## config.mk

```make
export PLATFORM = sky130hd
export DESIGN_NAME = fsfc_regs
export DESIGN_NICKNAME = d
export VERILOG_FILES = /design/src/sv/fsfc_pkg.sv /design/src/sv/fsfc_regs.sv
export SDC_FILE = /design/constraint.sdc
export NUM_CORES = 1
export LEC_CHECK = 0
export ABC_AREA = 0
export CORE_MARGIN = 2
export CORE_UTILIZATION = 45
export DETAILED_ROUTE_END_ITERATION = 7
export DONT_BUFFER_PORTS = 1
export PLACE_DENSITY = 0.72
export SYNTH_ARGS = -nofsm -noshare
export SYNTH_HDL_FRONTEND = slang
export SYNTH_SLANG_ARGS = --single-unit
```

## constraint.sdc

```tcl
create_clock -name i_clk -period 4.3 [get_ports i_clk]
set_input_delay 0.43 -clock i_clk [delete_from_list [all_inputs] [get_ports i_clk]]
set_output_delay 0.43 -clock i_clk [all_outputs]
set_load 0.005 [all_outputs]
```

## src/sv/fsfc_pkg.sv

```systemverilog
// Shared types, constants and register codes of the framed state-feedback controller.
`default_nettype none

package fsfc_pkg;

    localparam int FRAME_LEN   = 16;
    localparam int STORE_DEPTH = 10;
    localparam int POS_W       = 4;
    localparam int BYTE_W      = 8;
    localparam int WORD_W      = 16;
    localparam int NUM_MEAS    = 4;
    localparam int NUM_GAINS   = 8;
    localparam int GAIN_W      = 24;
    localparam int PROD_W      = GAIN_W + WORD_W;
    localparam int ACC_W       = PROD_W + 2;
    localparam int Q_FRAC      = 16;

    localparam int ADDR_W      = 5;
    localparam int REG_IDX_W   = 3;
    localparam int DATA_W      = 32;

    localparam logic [WORD_W-1:0] FRAME_ID   = WORD_W'(109);
    localparam logic [BYTE_W-1:0] REPLY_FLAG = BYTE_W'(99);

    localparam logic signed [ACC_W-1:0] OFFSET_A_Q = ACC_W'(127) << Q_FRAC;
    localparam logic signed [ACC_W-1:0] OFFSET_B_Q = ACC_W'(125) << Q_FRAC;

    // Register indexes
    localparam int unsigned G_A_POS1    = 0;
    localparam int unsigned G_A_POS2    = 1;
    localparam int unsigned G_A_STRAIN1 = 2;
    localparam int unsigned G_A_STRAIN2 = 3;
    localparam int unsigned G_B_POS1    = 4;
    localparam int unsigned G_B_POS2    = 5;
    localparam int unsigned G_B_STRAIN1 = 6;
    localparam int unsigned G_B_STRAIN2 = 7;

    typedef logic [NUM_GAINS-1:0][GAIN_W-1:0] t_gain_arr;

    typedef struct packed {
        logic                             valid;
        logic                             id_ok;
        logic [NUM_MEAS-1:0][WORD_W-1:0]  meas;
    } t_frame;

    typedef struct packed {
        logic              valid;
        logic              id_ok;
        logic [BYTE_W-1:0] drive_a;
        logic [BYTE_W-1:0] drive_b;
    } t_drive_res;

    function automatic logic [GAIN_W-1:0] gain_reset(input int unsigned idx);
        logic [GAIN_W-1:0] v;
        case (idx)
            G_A_POS1:    v = GAIN_W'(-101680);
            G_A_STRAIN1: v = GAIN_W'(508);
            G_B_POS2:    v = GAIN_W'(-152520);
            G_B_STRAIN2: v = GAIN_W'(254);
            default:     v = '0;
        endcase
        return v;
    endfunction

endpackage

`default_nettype wire

```

## src/sv/fsfc_regs.sv

```systemverilog
// Gain register file behind the APB-style configuration port.
`default_nettype none

module fsfc_regs (
    input  wire logic                          i_clk,
    input  wire logic                          i_rst_n,
    input  wire logic                          psel,
    input  wire logic                          penable,
    input  wire logic                          pwrite,
    input  wire logic [fsfc_pkg::ADDR_W-1:0]   paddr,
    input  wire logic [fsfc_pkg::DATA_W-1:0]   pwdata,
    output logic      [fsfc_pkg::DATA_W-1:0]   prdata,
    output logic                               pready,
    output fsfc_pkg::t_gain_arr                o_gains
);
    import fsfc_pkg::*;

    t_gain_arr             r_gain;
    logic [REG_IDX_W-1:0]  idx;
    logic                  wr;

    assign idx    = paddr[ADDR_W-1:2];
    assign wr     = psel && penable && pwrite;
    assign pready = 1'b1;
    assign prdata = {{(DATA_W-GAIN_W){r_gain[idx][GAIN_W-1]}}, r_gain[idx]};
    assign o_gains = r_gain;

    always_ff @(posedge i_clk) begin
        if (!i_rst_n) begin
            for (int i = 0; i < NUM_GAINS; i++) begin
                r_gain[i] <= gain_reset(i);
            end
        end else if (wr) begin
            r_gain[idx] <= pwdata[GAIN_W-1:0];
        end
    end

endmodule

`default_nettype wire

```

==> results of run 1 <==
[how the worst max path moves through the flow]
stage / start / endpoint / slack [ps] / cells past startpoint
finish: psel / o_gains[174] / 2220 / 3
floorplan: paddr[3] / prdata[24] / 2020 / 5
global route: o_gains[191] / prdata[29] / 2170 / 2
detailed placement: psel / o_gains[174] / 1810 / 3
CTS: o_gains[143] / prdata[25] / 2220 / 2
global placement: psel / o_gains[169] / 1840 / 3
[cell type report]
type	count	share of cell area [%]
clock buffer	18	4.74
clock inverter	13	1.70
inverter	16	0.663
multi-input combinational	508	46.8
sequential	192	42.4
tap	234	3.23
timing repair buffer	5	0.414
[report_power, final]
| part | internal [µW] | switching [µW] | total [µW] |
|---|---|---|---|
| Sequential | 1790 | 17.4 | 1810 |
| Combinational | 76.7 | 75.7 | 152 |
| Clock | 869 | 734 | 1600 |
| Total | 2740 | 827 | 3570 |
[kinds of logic (layout without fill, tap and decap cells)]
| group | count (synthesis) | after routing | synth area share (%) |
|---|---|---|---|
| multiplexers | 221 | 221 | 33.1 |
| AND/OR/NAND/NOR | 211 | 211 | 10.5 |
| other | 1 | 1 | 0.0440 |
| AO/OA/AOI/OAI | 75 | 75 | 5.94 |
| buffers and inverters | 92 | 52 | 5.25 |
| flip-flops | 192 | 192 | 45.1 |
[synthesized netlist by cell type]
library cell,number
sky130_fd_sc_hd__a211o_1,8
sky130_fd_sc_hd__a211oi_1,1
sky130_fd_sc_hd__and3_1,1
sky130_fd_sc_hd__and4_1,1
sky130_fd_sc_hd__buf_2,27
sky130_fd_sc_hd__buf_4,14
sky130_fd_sc_hd__buf_6,2
sky130_fd_sc_hd__clkbuf_1,33
sky130_fd_sc_hd__conb_1,1
sky130_fd_sc_hd__dfxtp_1,192
sky130_fd_sc_hd__inv_1,16
sky130_fd_sc_hd__mux2_2,23
sky130_fd_sc_hd__mux2i_1,152
sky130_fd_sc_hd__mux4_2,46
sky130_fd_sc_hd__nand2_1,177
sky130_fd_sc_hd__nand2b_1,2
sky130_fd_sc_hd__nand3_1,11
sky130_fd_sc_hd__nand3_2,1
sky130_fd_sc_hd__nand4_1,1
sky130_fd_sc_hd__nand4b_4,1
sky130_fd_sc_hd__nor2_1,1
sky130_fd_sc_hd__nor2_2,4
sky130_fd_sc_hd__nor2b_1,1
sky130_fd_sc_hd__nor4_1,3
sky130_fd_sc_hd__nor4b_1,5
sky130_fd_sc_hd__o211a_1,1
sky130_fd_sc_hd__o211ai_1,29
sky130_fd_sc_hd__o21ai_0,29
sky130_fd_sc_hd__o31ai_1,6
sky130_fd_sc_hd__o32a_1,1
sky130_fd_sc_hd__or2_1,1
sky130_fd_sc_hd__or3_1,1
[routing by layer]
layer | track usage, % | vias to the layer above
met5 | 0 | -
li1 | - | 2701
met4 | 7.32 | 0
met3 | 6.61 | 28
met2 | 39.8 | 245
met1 | 30.0 | 3091
[metrics by stage]
stage / util, % / instances
global placement: 45.5 / 955
global route: 48.6 / 986
CTS: 48.6 / 986
floorplan: - / 792
finish: 48.6 / 986
detailed placement: 45.5 / 955
[cell usage in the layout (no fill, tap or decap), types with 3 or more instances in the layout]
cell type,Yosys,routed
sky130_fd_sc_hd__clkinvlp_4,0,3
sky130_fd_sc_hd__dfxtp_1,192,192
sky130_fd_sc_hd__nor4b_1,5,5
sky130_fd_sc_hd__inv_6,0,3
sky130_fd_sc_hd__mux4_2,46,46
sky130_fd_sc_hd__o31ai_1,6,6
sky130_fd_sc_hd__o21ai_0,29,29
sky130_fd_sc_hd__inv_1,16,16
sky130_fd_sc_hd__nor4_1,3,3
sky130_fd_sc_hd__nand3_1,11,11
sky130_fd_sc_hd__mux2_2,23,23
sky130_fd_sc_hd__clkbuf_16,0,17
sky130_fd_sc_hd__nand2_1,177,176
sky130_fd_sc_hd__nor2_4,0,3
sky130_fd_sc_hd__o211ai_1,29,29
sky130_fd_sc_hd__mux2i_1,152,152
sky130_fd_sc_hd__a211o_1,8,8
sky130_fd_sc_hd__buf_4,14,5
[worst max-delay path, delay by kind of cell]
kind            cells  cell delay (ps)
simple gates        2             1410
compound gates      1              530
==> metrics.json, run 1 <==
{
  "outcome": {"value": "completed"},
  "slew_headroom": {"value": 19.6, "unit": "%"},
  "powerDensity": {"value": 394, "unit": "nW/µm²"},
  "core_area": {"value": 18600, "unit": "µm²"},
  "final_layout_size_suffix_gt1_share": {"value": 15.0, "unit": "%"},
  "cts.clk_slew.worst_paths": {"value": 70, "unit": "ps"},
  "grt.overflow.total": {"value": 0},
  "avgViaCountPerCell": {"value": 6.15},
  "design_area": {"value": 9060, "unit": "µm²"},
  "tns": {"value": 0, "unit": "ps"},
  "min_to": {"value": "o_gains[55]"},
  "setup_viol": {"value": 0},
  "report.power.total": {"value": 3570, "unit": "µW"},
  "hold_violations": {"value": 0},
  "ctsHoldBuffers": {"value": 0},
  "post-cts-setup-buffer-count": {"value": 0},
  "antenna_cells": {"value": 0},
  "finalCritPeriodShare": {"value": 48.3, "unit": "%"},
  "clk_latency": {"value": 420, "unit": "ps"},
  "multi_input_comb_area": {"value": 4240, "unit": "µm²"},
  "synth_fp_nets": {"value": 834},
  "grt_antenna_before_repair": {"value": 0},
  "wl_per_cell": {"value": 24.4, "unit": "µm"},
  "fin_ws": {"value": 2220, "unit": "ps"},
  "preCtsSetupSlack": {"value": 1810, "unit": "ps"},
  "r2r_setup_slack": {"value": 3540, "unit": "ps"},
  "post_synthesis_average_cell_area": {"value": 10.7, "unit": "µm²"},
  "hpwl": {"value": 15000, "unit": "µm"},
  "cts.path.max_buffers": {"value": 2},
  "worstPathCellList": {"value": "and4_1 > nand3_2 > o211ai_1"},
  "arrival": {"value": 2380, "unit": "ps"},
  "ys.warnings.count": {"value": 0},
  "crit-reg2reg-launch": {"value": "o_gains[17]"},
  "maxCapViolations": {"value": 0},
  "drt_wl_total": {"value": 24000, "unit": "µm"},
  "power_leakage": {"value": 0.00353, "unit": "µW"},
  "cts-resized-gates": {"value": 0},
  "top_layer": {"value": "met4"},
  "htree_levels": {"value": 4},
  "final_wtd_congestion": {"value": 0.766},
  "cell_depth_of_the_worst_flop_to_flop_path": {"value": 1},
  "detail_route.drc_violations": {"value": 0},
  "netlist.area_leader.share": {"value": 45.1, "unit": "%"},
  "number_of_global_route_vias_before_repair": {"value": 6001},
  "tritoncts_clock_tree": {"value": "built"},
  "crit_path_max_fanout": {"value": 24},
  "grt_start_max_net_pins": {"value": 210},
  "global_route.usage.total": {"value": 23.8, "unit": "%"},
  "synth_sequential_area_ratio": {"value": 45.1, "unit": "%"},
  "floorplan.die_area": {"value": 20000, "unit": "µm²"},
  "clock_sinks": {"value": 192},
  "yosysUniqueCellTypes": {"value": 32},
  "post-synth-top-area-cell": {"value": "sky130_fd_sc_hd__dfxtp_1"},
  "layout_min_cycle_time": {"value": 2080, "unit": "ps"},
  "timing.rr.end": {"value": "o_gains[17]"},
  "wirelength_met1": {"value": 10000, "unit": "µm"},
  "cpPeakStageDelay": {"value": 880, "unit": "ps"},
  "dr.first_iter.drc_count": {"value": 335},
  "clock-root-buffer": {"value": "sky130_fd_sc_hd__clkbuf_16"},
  "layout.filler_cells": {"value": 1678},
  "met2RoutedLength": {"value": 11600, "unit": "µm"},
  "areaGrowthSynthToFinish": {"value": 6.41, "unit": "%"},
  "critPathSlowestCell": {"value": "sky130_fd_sc_hd__nand3_2"},
  "synth-seq-cells": {"value": 192},
  "synth_cells": {"value": 792},
  "ff_latch_area": {"value": 3840, "unit": "µm²"},
  "rsz_0062_raised_after_global_routing": {"value": "false"},
  "min_path_type": {"value": "in -> reg"},
  "detailed_place.area": {"value": 8480, "unit": "µm²"},
  "timing.critical_path.from_type": {"value": "input port"},
  "largest_register_ffs": {"value": 192},
  "slew_viol_final": {"value": 0},
  "fmaxAchievable": {"value": 0.482, "unit": "GHz"},
  "chipWidth": {"value": 142, "unit": "µm"},
  "drt.antenna.violating_nets": {"value": 0},
  "drt-pass1-iter-count": {"value": 5},
  "timing.critical_path.to_type": {"value": "register"},
  "initial_utilization": {"value": 45.7, "unit": "%"},
  "cts_buffers": {"value": 17},
  "dr_wl_met3": {"value": 1960, "unit": "µm"},
  "grt_pass1_wl": {"value": 36500, "unit": "µm"},
  "floorplan.die.height": {"value": 142, "unit": "µm"},
  "final.setup_skew": {"value": 0, "unit": "ps"},
  "worst-endpoint-required": {"value": 4600, "unit": "ps"},
  "io_buffers": {"value": 0},
  "critical_path_class": {"value": "in -> reg"},
  "via_count": {"value": 6065},
  "hold_ws": {"value": 102, "unit": "ps"},
  "timing_worst_slew_pin_value": {"value": 1200, "unit": "ps"},
  "netlist_top_cells_area": {"value": "sky130_fd_sc_hd__dfxtp_1 45%, sky130_fd_sc_hd__mux2i_1 18%, sky130_fd_sc_hd__mux4_2 12%"},
  "std_cell_rows": {"value": 50},
  "synth_area": {"value": 8510, "unit": "µm²"},
  "hp-start": {"value": "i_rst_n"},
  "design.final.nets": {"value": 782},
  "worstHoldPathCells": {"value": 1},
  "max-vdd-ir-drop": {"value": 0.256, "unit": "mV"},
  "top_level_ports": {"value": 267}
}
No activity file was read; power rests on OpenSTA's default activity.
==> inputs of run 2 (changes only) <==
PLACE_DENSITY = 0.74   (was 0.72)
clock period = 1.7 ns   (was 4.3 ns; I/O delays follow)
==> metrics.json, run 2 (synthesis gave the netlist of run 1 again) <==
{
  "outcome": {"value": "finished with violations", "change": "was completed"},
  "violations_in_the_final_reports": {"value": "negative setup slack"},
  "design.final.nets": {"value": 925, "change": "was 782"},
  "fin_ws": {"value": -80.1, "unit": "ps", "change": "was 2220 ps"},
  "final_wtd_congestion": {"value": 0.797, "change": "was 0.766"},
  "clock_sinks": {"value": 192, "change": "unchanged"},
  "layout_min_cycle_time": {"value": 1780, "unit": "ps"},
  "r2r_setup_slack": {"value": 410, "unit": "ps", "change": "was 3540 ps"},
  "std_cell_rows": {"value": 50, "change": "unchanged"},
  "grt_start_max_net_pins": {"value": 138, "change": "was 210"},
  "path_buf_inv": {"value": 0, "change": "unchanged"},
  "drt.antenna.violating_nets": {"value": 0, "change": "unchanged"},
  "hold_violations": {"value": 0, "change": "unchanged"},
  "detail_route.drc_violations": {"value": 0, "change": "unchanged"},
  "clk_latency": {"value": 430, "unit": "ps", "change": "was 420 ps"},
  "timing.rr.end": {"value": "o_gains[32]", "change": "was o_gains[17]"},
  "cell_depth_of_the_worst_flop_to_flop_path": {"value": 3, "change": "was 1"},
  "final_common_cell": {"value": "sky130_fd_sc_hd__nand2_1", "change": "was sky130_fd_sc_hd__dfxtp_1"},
  "dr.first_iter.drc_count": {"value": 396, "change": "was 335"},
  "crit-reg2reg-launch": {"value": "o_gains[32]", "change": "was o_gains[17]"},
  "timing.critical_path.to_type": {"value": "primary output", "change": "was register"},
  "fmaxAchievable": {"value": 0.562, "unit": "GHz"},
  "finish.utilization": {"value": 57.2, "unit": "%", "change": "was 48.6%"},
  "cts.path.max_buffers": {"value": 2, "change": "unchanged"},
  "critical_path.top_delay_family": {"value": "multiplexers", "change": "was simple AND/OR/NAND/NOR gates"},
  "power_leakage": {"value": 0.00390, "unit": "µW", "change": "was 0.00353 µW"},
  "io_buffers": {"value": 0, "change": "unchanged"},
  "hpwl": {"value": 15600, "unit": "µm", "change": "was 15000 µm"},
  "rsz_0062_raised_after_global_routing": {"value": "true", "change": "was false"},
  "largest_register_ffs": {"value": 192, "change": "unchanged"},
  "antenna_cells": {"value": 0, "change": "unchanged"},
  "crit_start": {"value": "o_gains[23]", "change": "was psel"},
  "final_layout_size_suffix_gt1_share": {"value": 27.7, "unit": "%", "change": "was 15.0%"},
  "grt_pass1_wl": {"value": 40600, "unit": "µm", "change": "was 36500 µm"},
  "final.setup_skew": {"value": 0, "unit": "ps", "change": "unchanged"},
  "worst-endpoint-required": {"value": 1530, "unit": "ps", "change": "was 4600 ps"},
  "finalCritPeriodShare": {"value": 105, "unit": "%"},
  "powerDensity": {"value": 842, "unit": "nW/µm²", "change": "was 394 nW/µm²"},
  "min_to": {"value": "o_gains[115]", "change": "was o_gains[55]"},
  "number_of_global_route_vias_before_repair": {"value": 7202, "change": "was 6001"},
  "maxCapViolations": {"value": 0, "change": "unchanged"},
  "worstHoldPathCells": {"value": 2, "change": "was 1"},
  "global_route.usage.total": {"value": 26.5, "unit": "%", "change": "was 23.8%"},
  "cts_buffers": {"value": 17, "change": "unchanged"},
  "timing.critical_path.from_type": {"value": "register", "change": "was input port"},
  "tritoncts_clock_tree": {"value": "built", "change": "unchanged"},
  "core_area": {"value": 18600, "unit": "µm²", "change": "unchanged"},
  "areaGrowthSynthToFinish": {"value": 25.3, "unit": "%", "change": "was 6.41%"},
  "min_path_type": {"value": "in -> reg", "change": "unchanged"},
  "arrival": {"value": 1610, "unit": "ps", "change": "was 2380 ps"},
  "most-common-layout-cells": {"value": "176 x sky130_fd_sc_hd__nand2_1, 152 x sky130_fd_sc_hd__mux2i_1, 121 x sky130_fd_sc_hd__dlygate4sd3_1, 111 x sky130_fd_sc_hd__dfxtp_2, 80 x sky130_fd_sc_hd__dfxtp_1", "change": "was 192 x sky130_fd_sc_hd__dfxtp_1, 176 x sky130_fd_sc_hd__nand2_1, 152 x sky130_fd_sc_hd__mux2i_1, 46 x sky130_fd_sc_hd__mux4_2"},
  "drt_wl_total": {"value": 26900, "unit": "µm", "change": "was 24000 µm"},
  "floorplan.die_area": {"value": 20000, "unit": "µm²", "change": "unchanged"},
  "hp-start": {"value": "pwdata[19]", "change": "was i_rst_n"},
  "critical_path_class": {"value": "reg -> out", "change": "was in -> reg"},
  "max-vdd-ir-drop": {"value": 0.670, "unit": "mV", "change": "was 0.256 mV"},
  "cts.clk_slew.worst_paths": {"value": 70, "unit": "ps", "change": "about the same"},
  "chipWidth": {"value": 142, "unit": "µm", "change": "unchanged"},
  "critPathSlowestCell": {"value": "sky130_fd_sc_hd__mux4_2", "change": "was sky130_fd_sc_hd__nand3_2"},
  "top_level_ports": {"value": 267, "change": "unchanged"},
  "floorplan.die.height": {"value": 142, "unit": "µm", "change": "unchanged"},
  "grt.overflow.total": {"value": 0, "change": "unchanged"},
  "drt-pass1-iter-count": {"value": 4, "change": "was 5"},
  "grt_antenna_before_repair": {"value": 0, "change": "unchanged"},
  "wl_per_cell": {"value": 23.8, "unit": "µm", "change": "was 24.4 µm"},
  "clock-root-buffer": {"value": "sky130_fd_sc_hd__clkbuf_16", "change": "unchanged"},
  "setup_viol": {"value": 19, "change": "was 0"},
  "htree_levels": {"value": 4, "change": "unchanged"},
  "avgViaCountPerCell": {"value": 6.06, "change": "was 6.15"},
  "initial_utilization": {"value": 45.7, "unit": "%", "change": "unchanged"},
  "hold_ws": {"value": 5.88, "unit": "ps", "change": "was 102 ps"},
  "worstPathCellList": {"value": "mux4_2 > mux2_4", "change": "was and4_1 > nand3_2 > o211ai_1"},
  "post-cts-setup-buffer-count": {"value": 0, "change": "unchanged"},
  "crit_path_max_fanout": {"value": 9, "change": "was 24"},
  "via_count": {"value": 6849, "change": "was 6065"},
  "layout.filler_cells": {"value": 1551, "change": "was 1678"},
  "cpPeakStageDelay": {"value": 450, "unit": "ps", "change": "was 880 ps"},
  "slew_viol_final": {"value": 0, "change": "unchanged"}
}
-- run 2: cell types whose count changed in the layout (fill, tap and decap cells not counted), moves of 2 or more --
cell | previous run | this run
sky130_fd_sc_hd__dfxtp_1 | 192 | 80
sky130_fd_sc_hd__clkinv_2 | 1 | 4
sky130_fd_sc_hd__mux2_4 | 0 | 12
sky130_fd_sc_hd__dfxtp_2 | 0 | 111
sky130_fd_sc_hd__inv_6 | 3 | 1
sky130_fd_sc_hd__buf_12 | 0 | 4
sky130_fd_sc_hd__buf_4 | 5 | 22
sky130_fd_sc_hd__mux2_2 | 23 | 11
sky130_fd_sc_hd__inv_8 | 2 | 0
sky130_fd_sc_hd__dlygate4sd3_1 | 0 | 121
-- run 2: report_power, final --
part           switching, µW  internal, µW  leakage [µW]  total, µW
clock                   1850          2060      0.000265       3900
sequential              45.6          4540       0.00157       4580
combinational            236           256       0.00207        492
-- run 2: what timing repair did --
item,CTS,global route
endpoints found under the hold margin,184,0
endpoints found under the setup margin,31,39
hold buffers,129,0
gates resized for setup,92,34
gates cloned,0,0
-- run 2: layer usage --
layer / share of wire [%] / GRT usage [%] / routed length (µm) / vias up
met5: 0 / 0 / 0 / -
met2: 50 / 45.0 / 13400 / 338
met3: 8.5 / 7.69 / 2280 / 47
li1: - / - / - / 2991
met4: 2.0 / 8.95 / 532 / 0
met1: 40 / 32.3 / 10600 / 3473
-- run 2: layout make-up --
cell class                      count  area, µm²  area share [%]
Clock buffer                       19        443            4.15
Clock inverter                     13        115            1.08
Inverter                           16       60.1           0.563
Multi-Input combinational cell    508       4290            40.2
Sequential cell                   192       3990            37.4
Tap cell                          234        293            2.74
Timing Repair Buffer              148       1480            13.9
-- run 2: through the flow --
stage / TNS (ps) / setup slack, ps / instance area [µm²] / power (µW) / std cells
after floorplan: 0 / 5.89 / 8520 / 5140 / 792
after global placement: 0 / 290 / 8680 / 5070 / 976
after CTS: -1070 / -88.4 / 10700 / 8980 / 1137
after detailed placement: 0 / 274 / 8680 / 5080 / 976
after global routing: -1850 / -116 / 10700 / 9240 / 1130
final: -882 / -80.1 / 10700 / 8980 / 1130
-- run 2: worst max-delay path by stage --
stage | end | slack [ps] | cells after the start
2_1_floorplan | prdata[24] | 6 | 6
3_3_place_gp | o_gains[0] | 290 | 5
3_5_place_dp | o_gains[0] | 270 | 5
4_1_cts | prdata[27] | -90 | 2
5_1_grt | prdata[28] | -120 | 2
6_report | prdata[27] | -80 | 2
==> inputs of run 3 (changes only) <==
SETUP_SLACK_MARGIN = 0.05   (was not set)
==> metrics.json, run 3 (synthesis gave the netlist of run 1 again) <==
{
  "outcome": {"value": "finished with violations", "change": "unchanged"},
  "violations_in_the_final_reports": {"value": "negative setup slack", "change": "unchanged"},
  "grt_pass1_wl": {"value": 41000, "unit": "µm", "change": "was 40600 µm"},
  "top_level_ports": {"value": 267, "change": "unchanged"},
  "min_to": {"value": "o_gains[66]", "change": "was o_gains[115]"},
  "crit_path_max_fanout": {"value": 9, "change": "unchanged"},
  "core_area": {"value": 18600, "unit": "µm²", "change": "unchanged"},
  "global_route.usage.total": {"value": 26.8, "unit": "%", "change": "was 26.5%"},
  "via_count": {"value": 6904, "change": "was 6849"},
  "crit-reg2reg-launch": {"value": "o_gains[143]", "change": "was o_gains[32]"},
  "cell_depth_of_the_worst_flop_to_flop_path": {"value": 4, "change": "was 3"},
  "finalCritPeriodShare": {"value": 103, "unit": "%", "change": "was 105%"},
  "drt.antenna.violating_nets": {"value": 0, "change": "unchanged"},
  "layout.filler_cells": {"value": 1497, "change": "was 1551"},
  "cts_buffers": {"value": 17, "change": "unchanged"},
  "number_of_global_route_vias_before_repair": {"value": 7086, "change": "was 7202"},
  "placedCellCount": {"value": 979, "change": "was 976"},
  "slew_viol_final": {"value": 0, "change": "unchanged"},
  "areaGrowthSynthToFinish": {"value": 26.6, "unit": "%", "change": "was 25.3%"},
  "grt_antenna_before_repair": {"value": 0, "change": "unchanged"},
  "cts.clk_slew.worst_paths": {"value": 70, "unit": "ps", "change": "about the same"},
  "timing.critical_path.from_type": {"value": "register", "change": "unchanged"},
  "maxCapViolations": {"value": 0, "change": "unchanged"},
  "tritoncts_clock_tree": {"value": "built", "change": "unchanged"},
  "critical_path_class": {"value": "reg -> out", "change": "unchanged"},
  "min_path_type": {"value": "in -> reg", "change": "unchanged"},
  "max-vdd-ir-drop": {"value": 0.658, "unit": "mV", "change": "was 0.670 mV"},
  "tns": {"value": -645, "unit": "ps", "change": "was -882 ps"},
  "initial_utilization": {"value": 45.7, "unit": "%", "change": "unchanged"},
  "avgViaCountPerCell": {"value": 6.10, "change": "was 6.06"},
  "fmaxAchievable": {"value": 0.569, "unit": "GHz", "change": "was 0.562 GHz"},
  "powerDensity": {"value": 861, "unit": "nW/µm²", "change": "was 842 nW/µm²"},
  "htree_levels": {"value": 4, "change": "unchanged"},
  "hpwl": {"value": 15600, "unit": "µm", "change": "about the same"},
  "dr.first_iter.drc_count": {"value": 414, "change": "was 396"},
  "antenna_cells": {"value": 0, "change": "unchanged"},
  "layout_min_cycle_time": {"value": 1760, "unit": "ps", "change": "was 1780 ps"},
  "timing.rr.end": {"value": "o_gains[143]", "change": "was o_gains[32]"},
  "arrival": {"value": 1590, "unit": "ps", "change": "was 1610 ps"},
  "design.final.nets": {"value": 927, "change": "was 925"},
  "report.power.total": {"value": 9280, "unit": "µW", "change": "was 8980 µW"},
  "setup_viol": {"value": 15, "change": "was 19"},
  "power_leakage": {"value": 0.00396, "unit": "µW", "change": "was 0.00390 µW"},
  "hp-start": {"value": "pwdata[18]", "change": "was pwdata[19]"},
  "r2r_setup_slack": {"value": 410, "unit": "ps", "change": "about the same"},
  "post-cts-setup-buffer-count": {"value": 0, "change": "unchanged"},
  "wl_per_cell": {"value": 24.0, "unit": "µm", "change": "was 23.8 µm"},
  "timing.critical_path.to_type": {"value": "primary output", "change": "unchanged"},
  "grt_start_max_net_pins": {"value": 142, "change": "was 138"},
  "final_layout_size_suffix_gt1_share": {"value": 28.4, "unit": "%", "change": "was 27.7%"},
  "io_buffers": {"value": 0, "change": "unchanged"},
  "worstHoldPathCells": {"value": 2, "change": "unchanged"},
  "final_wtd_congestion": {"value": 0.800, "change": "was 0.797"},
  "drt-pass1-iter-count": {"value": 5, "change": "was 4"},
  "worst-endpoint-required": {"value": 1530, "unit": "ps", "change": "about the same"},
  "floorplan.die.height": {"value": 142, "unit": "µm", "change": "unchanged"},
  "std_cell_rows": {"value": 50, "change": "unchanged"},
  "clock_sinks": {"value": 192, "change": "unchanged"},
  "final.setup_skew": {"value": 0, "unit": "ps", "change": "unchanged"},
  "most-common-layout-cells": {"value": "176 x sky130_fd_sc_hd__nand2_1, 152 x sky130_fd_sc_hd__mux2i_1, 120 x sky130_fd_sc_hd__dlygate4sd3_1, 115 x sky130_fd_sc_hd__dfxtp_2, 75 x sky130_fd_sc_hd__dfxtp_1", "change": "was 176 x sky130_fd_sc_hd__nand2_1, 152 x sky130_fd_sc_hd__mux2i_1, 121 x sky130_fd_sc_hd__dlygate4sd3_1, 111 x sky130_fd_sc_hd__dfxtp_2, 80 x sky130_fd_sc_hd__dfxtp_1"},
  "cts.path.max_buffers": {"value": 2, "change": "unchanged"},
  "clk_latency": {"value": 420, "unit": "ps", "change": "was 430 ps"},
  "floorplan.die_area": {"value": 20000, "unit": "µm²", "change": "unchanged"},
  "drt_wl_total": {"value": 27200, "unit": "µm", "change": "was 26900 µm"},
  "rsz_0062_raised_after_global_routing": {"value": "true", "change": "unchanged"},
  "largest_register_ffs": {"value": 192, "change": "unchanged"},
  "hold_violations": {"value": 0, "change": "unchanged"},
  "fin_cells": {"value": 1132, "change": "was 1130"},
  "final_common_cell": {"value": "sky130_fd_sc_hd__nand2_1", "change": "unchanged"},
  "grt.overflow.total": {"value": 0, "change": "unchanged"},
  "clock-root-buffer": {"value": "sky130_fd_sc_hd__clkbuf_16", "change": "unchanged"},
  "chipWidth": {"value": 142, "unit": "µm", "change": "unchanged"},
  "hold_ws": {"value": 10.0, "unit": "ps", "change": "was 5.88 ps"},
  "fin_ws": {"value": -57.7, "unit": "ps", "change": "was -80.1 ps"},
  "detail_route.drc_violations": {"value": 0, "change": "unchanged"}
}
[run 3: changes by cell type in the layout (fill, tap and decap cells not counted), moves of 3 or more]
cell,change
sky130_fd_sc_hd__mux2_4,+9
sky130_fd_sc_hd__dfxtp_2,+4
sky130_fd_sc_hd__dfxtp_1,-5
sky130_fd_sc_hd__mux2_2,-9
sky130_fd_sc_hd__buf_4,+3
[run 3: what timing repair did]
action,in CTS,in global routing
endpoints found under the hold margin,184,0
hold buffers,121,0
setup endpoints to repair,32,32
gates resized for setup,117,25
[run 3: layout make-up]
type / count / area (µm²) / share of cell area [%]
clock buffers: 23 / 478 / 4.43
well taps: 234 / 293 / 2.72
clock inverters: 9 / 131 / 1.22
flip-flops and latches: 192 / 4000 / 37.1
repair buffers: 150 / 1500 / 13.9
multi-input cells: 508 / 4320 / 40.1
inverters: 16 / 60.1 / 0.557
[run 3: where the power goes]
group,leakage (µW),internal (µW),switching [µW]
clock network,0.000289,2430,1770
registers,0.00158,4540,45.2
logic,0.00209,261,237
total,0.00396,7230,2050
[run 3: through the flow]
stage / setup WS [ps] / utilization (%) / cell area [µm²]
after global placement: 312 / 46.7 / 8710
final: -57.7 / 57.8 / 10800
after floorplan: 75.6 / - / 8520
after CTS: -71.3 / 57.6 / 10700
after detailed placement: 304 / 46.7 / 8710
after global routing: -111 / 57.8 / 10800
[run 3: routing by layer]
metal | wire (µm) | GRT usage, % | part of all wire, %
met2 | 13400 | 44.7 | 49
met5 | 0 | 0 | 0
met4 | 761 | 10.4 | 2.8
met1 | 10500 | 32.7 | 39
met3 | 2520 | 8.07 | 9.3
[run 3: worst max-delay path, stage by stage, from the launching register on]
cell and delay (ps):
sky130_fd_sc_hd__dfxtp_2 340, sky130_fd_sc_hd__mux4_2 470, sky130_fd_sc_hd__mux2_4 350
[run 3: how the worst max path moves through the flow]
stage | from | end | slack, ps
floorplan | paddr[3] | prdata[24] | 80
global placement | paddr[2] | o_gains[7] | 310
detailed placement | paddr[2] | o_gains[0] | 300
CTS | o_gains[191] | prdata[25] | -70
global route | o_gains[95] | prdata[25] | -110
finish | o_gains[191] | prdata[25] | -60
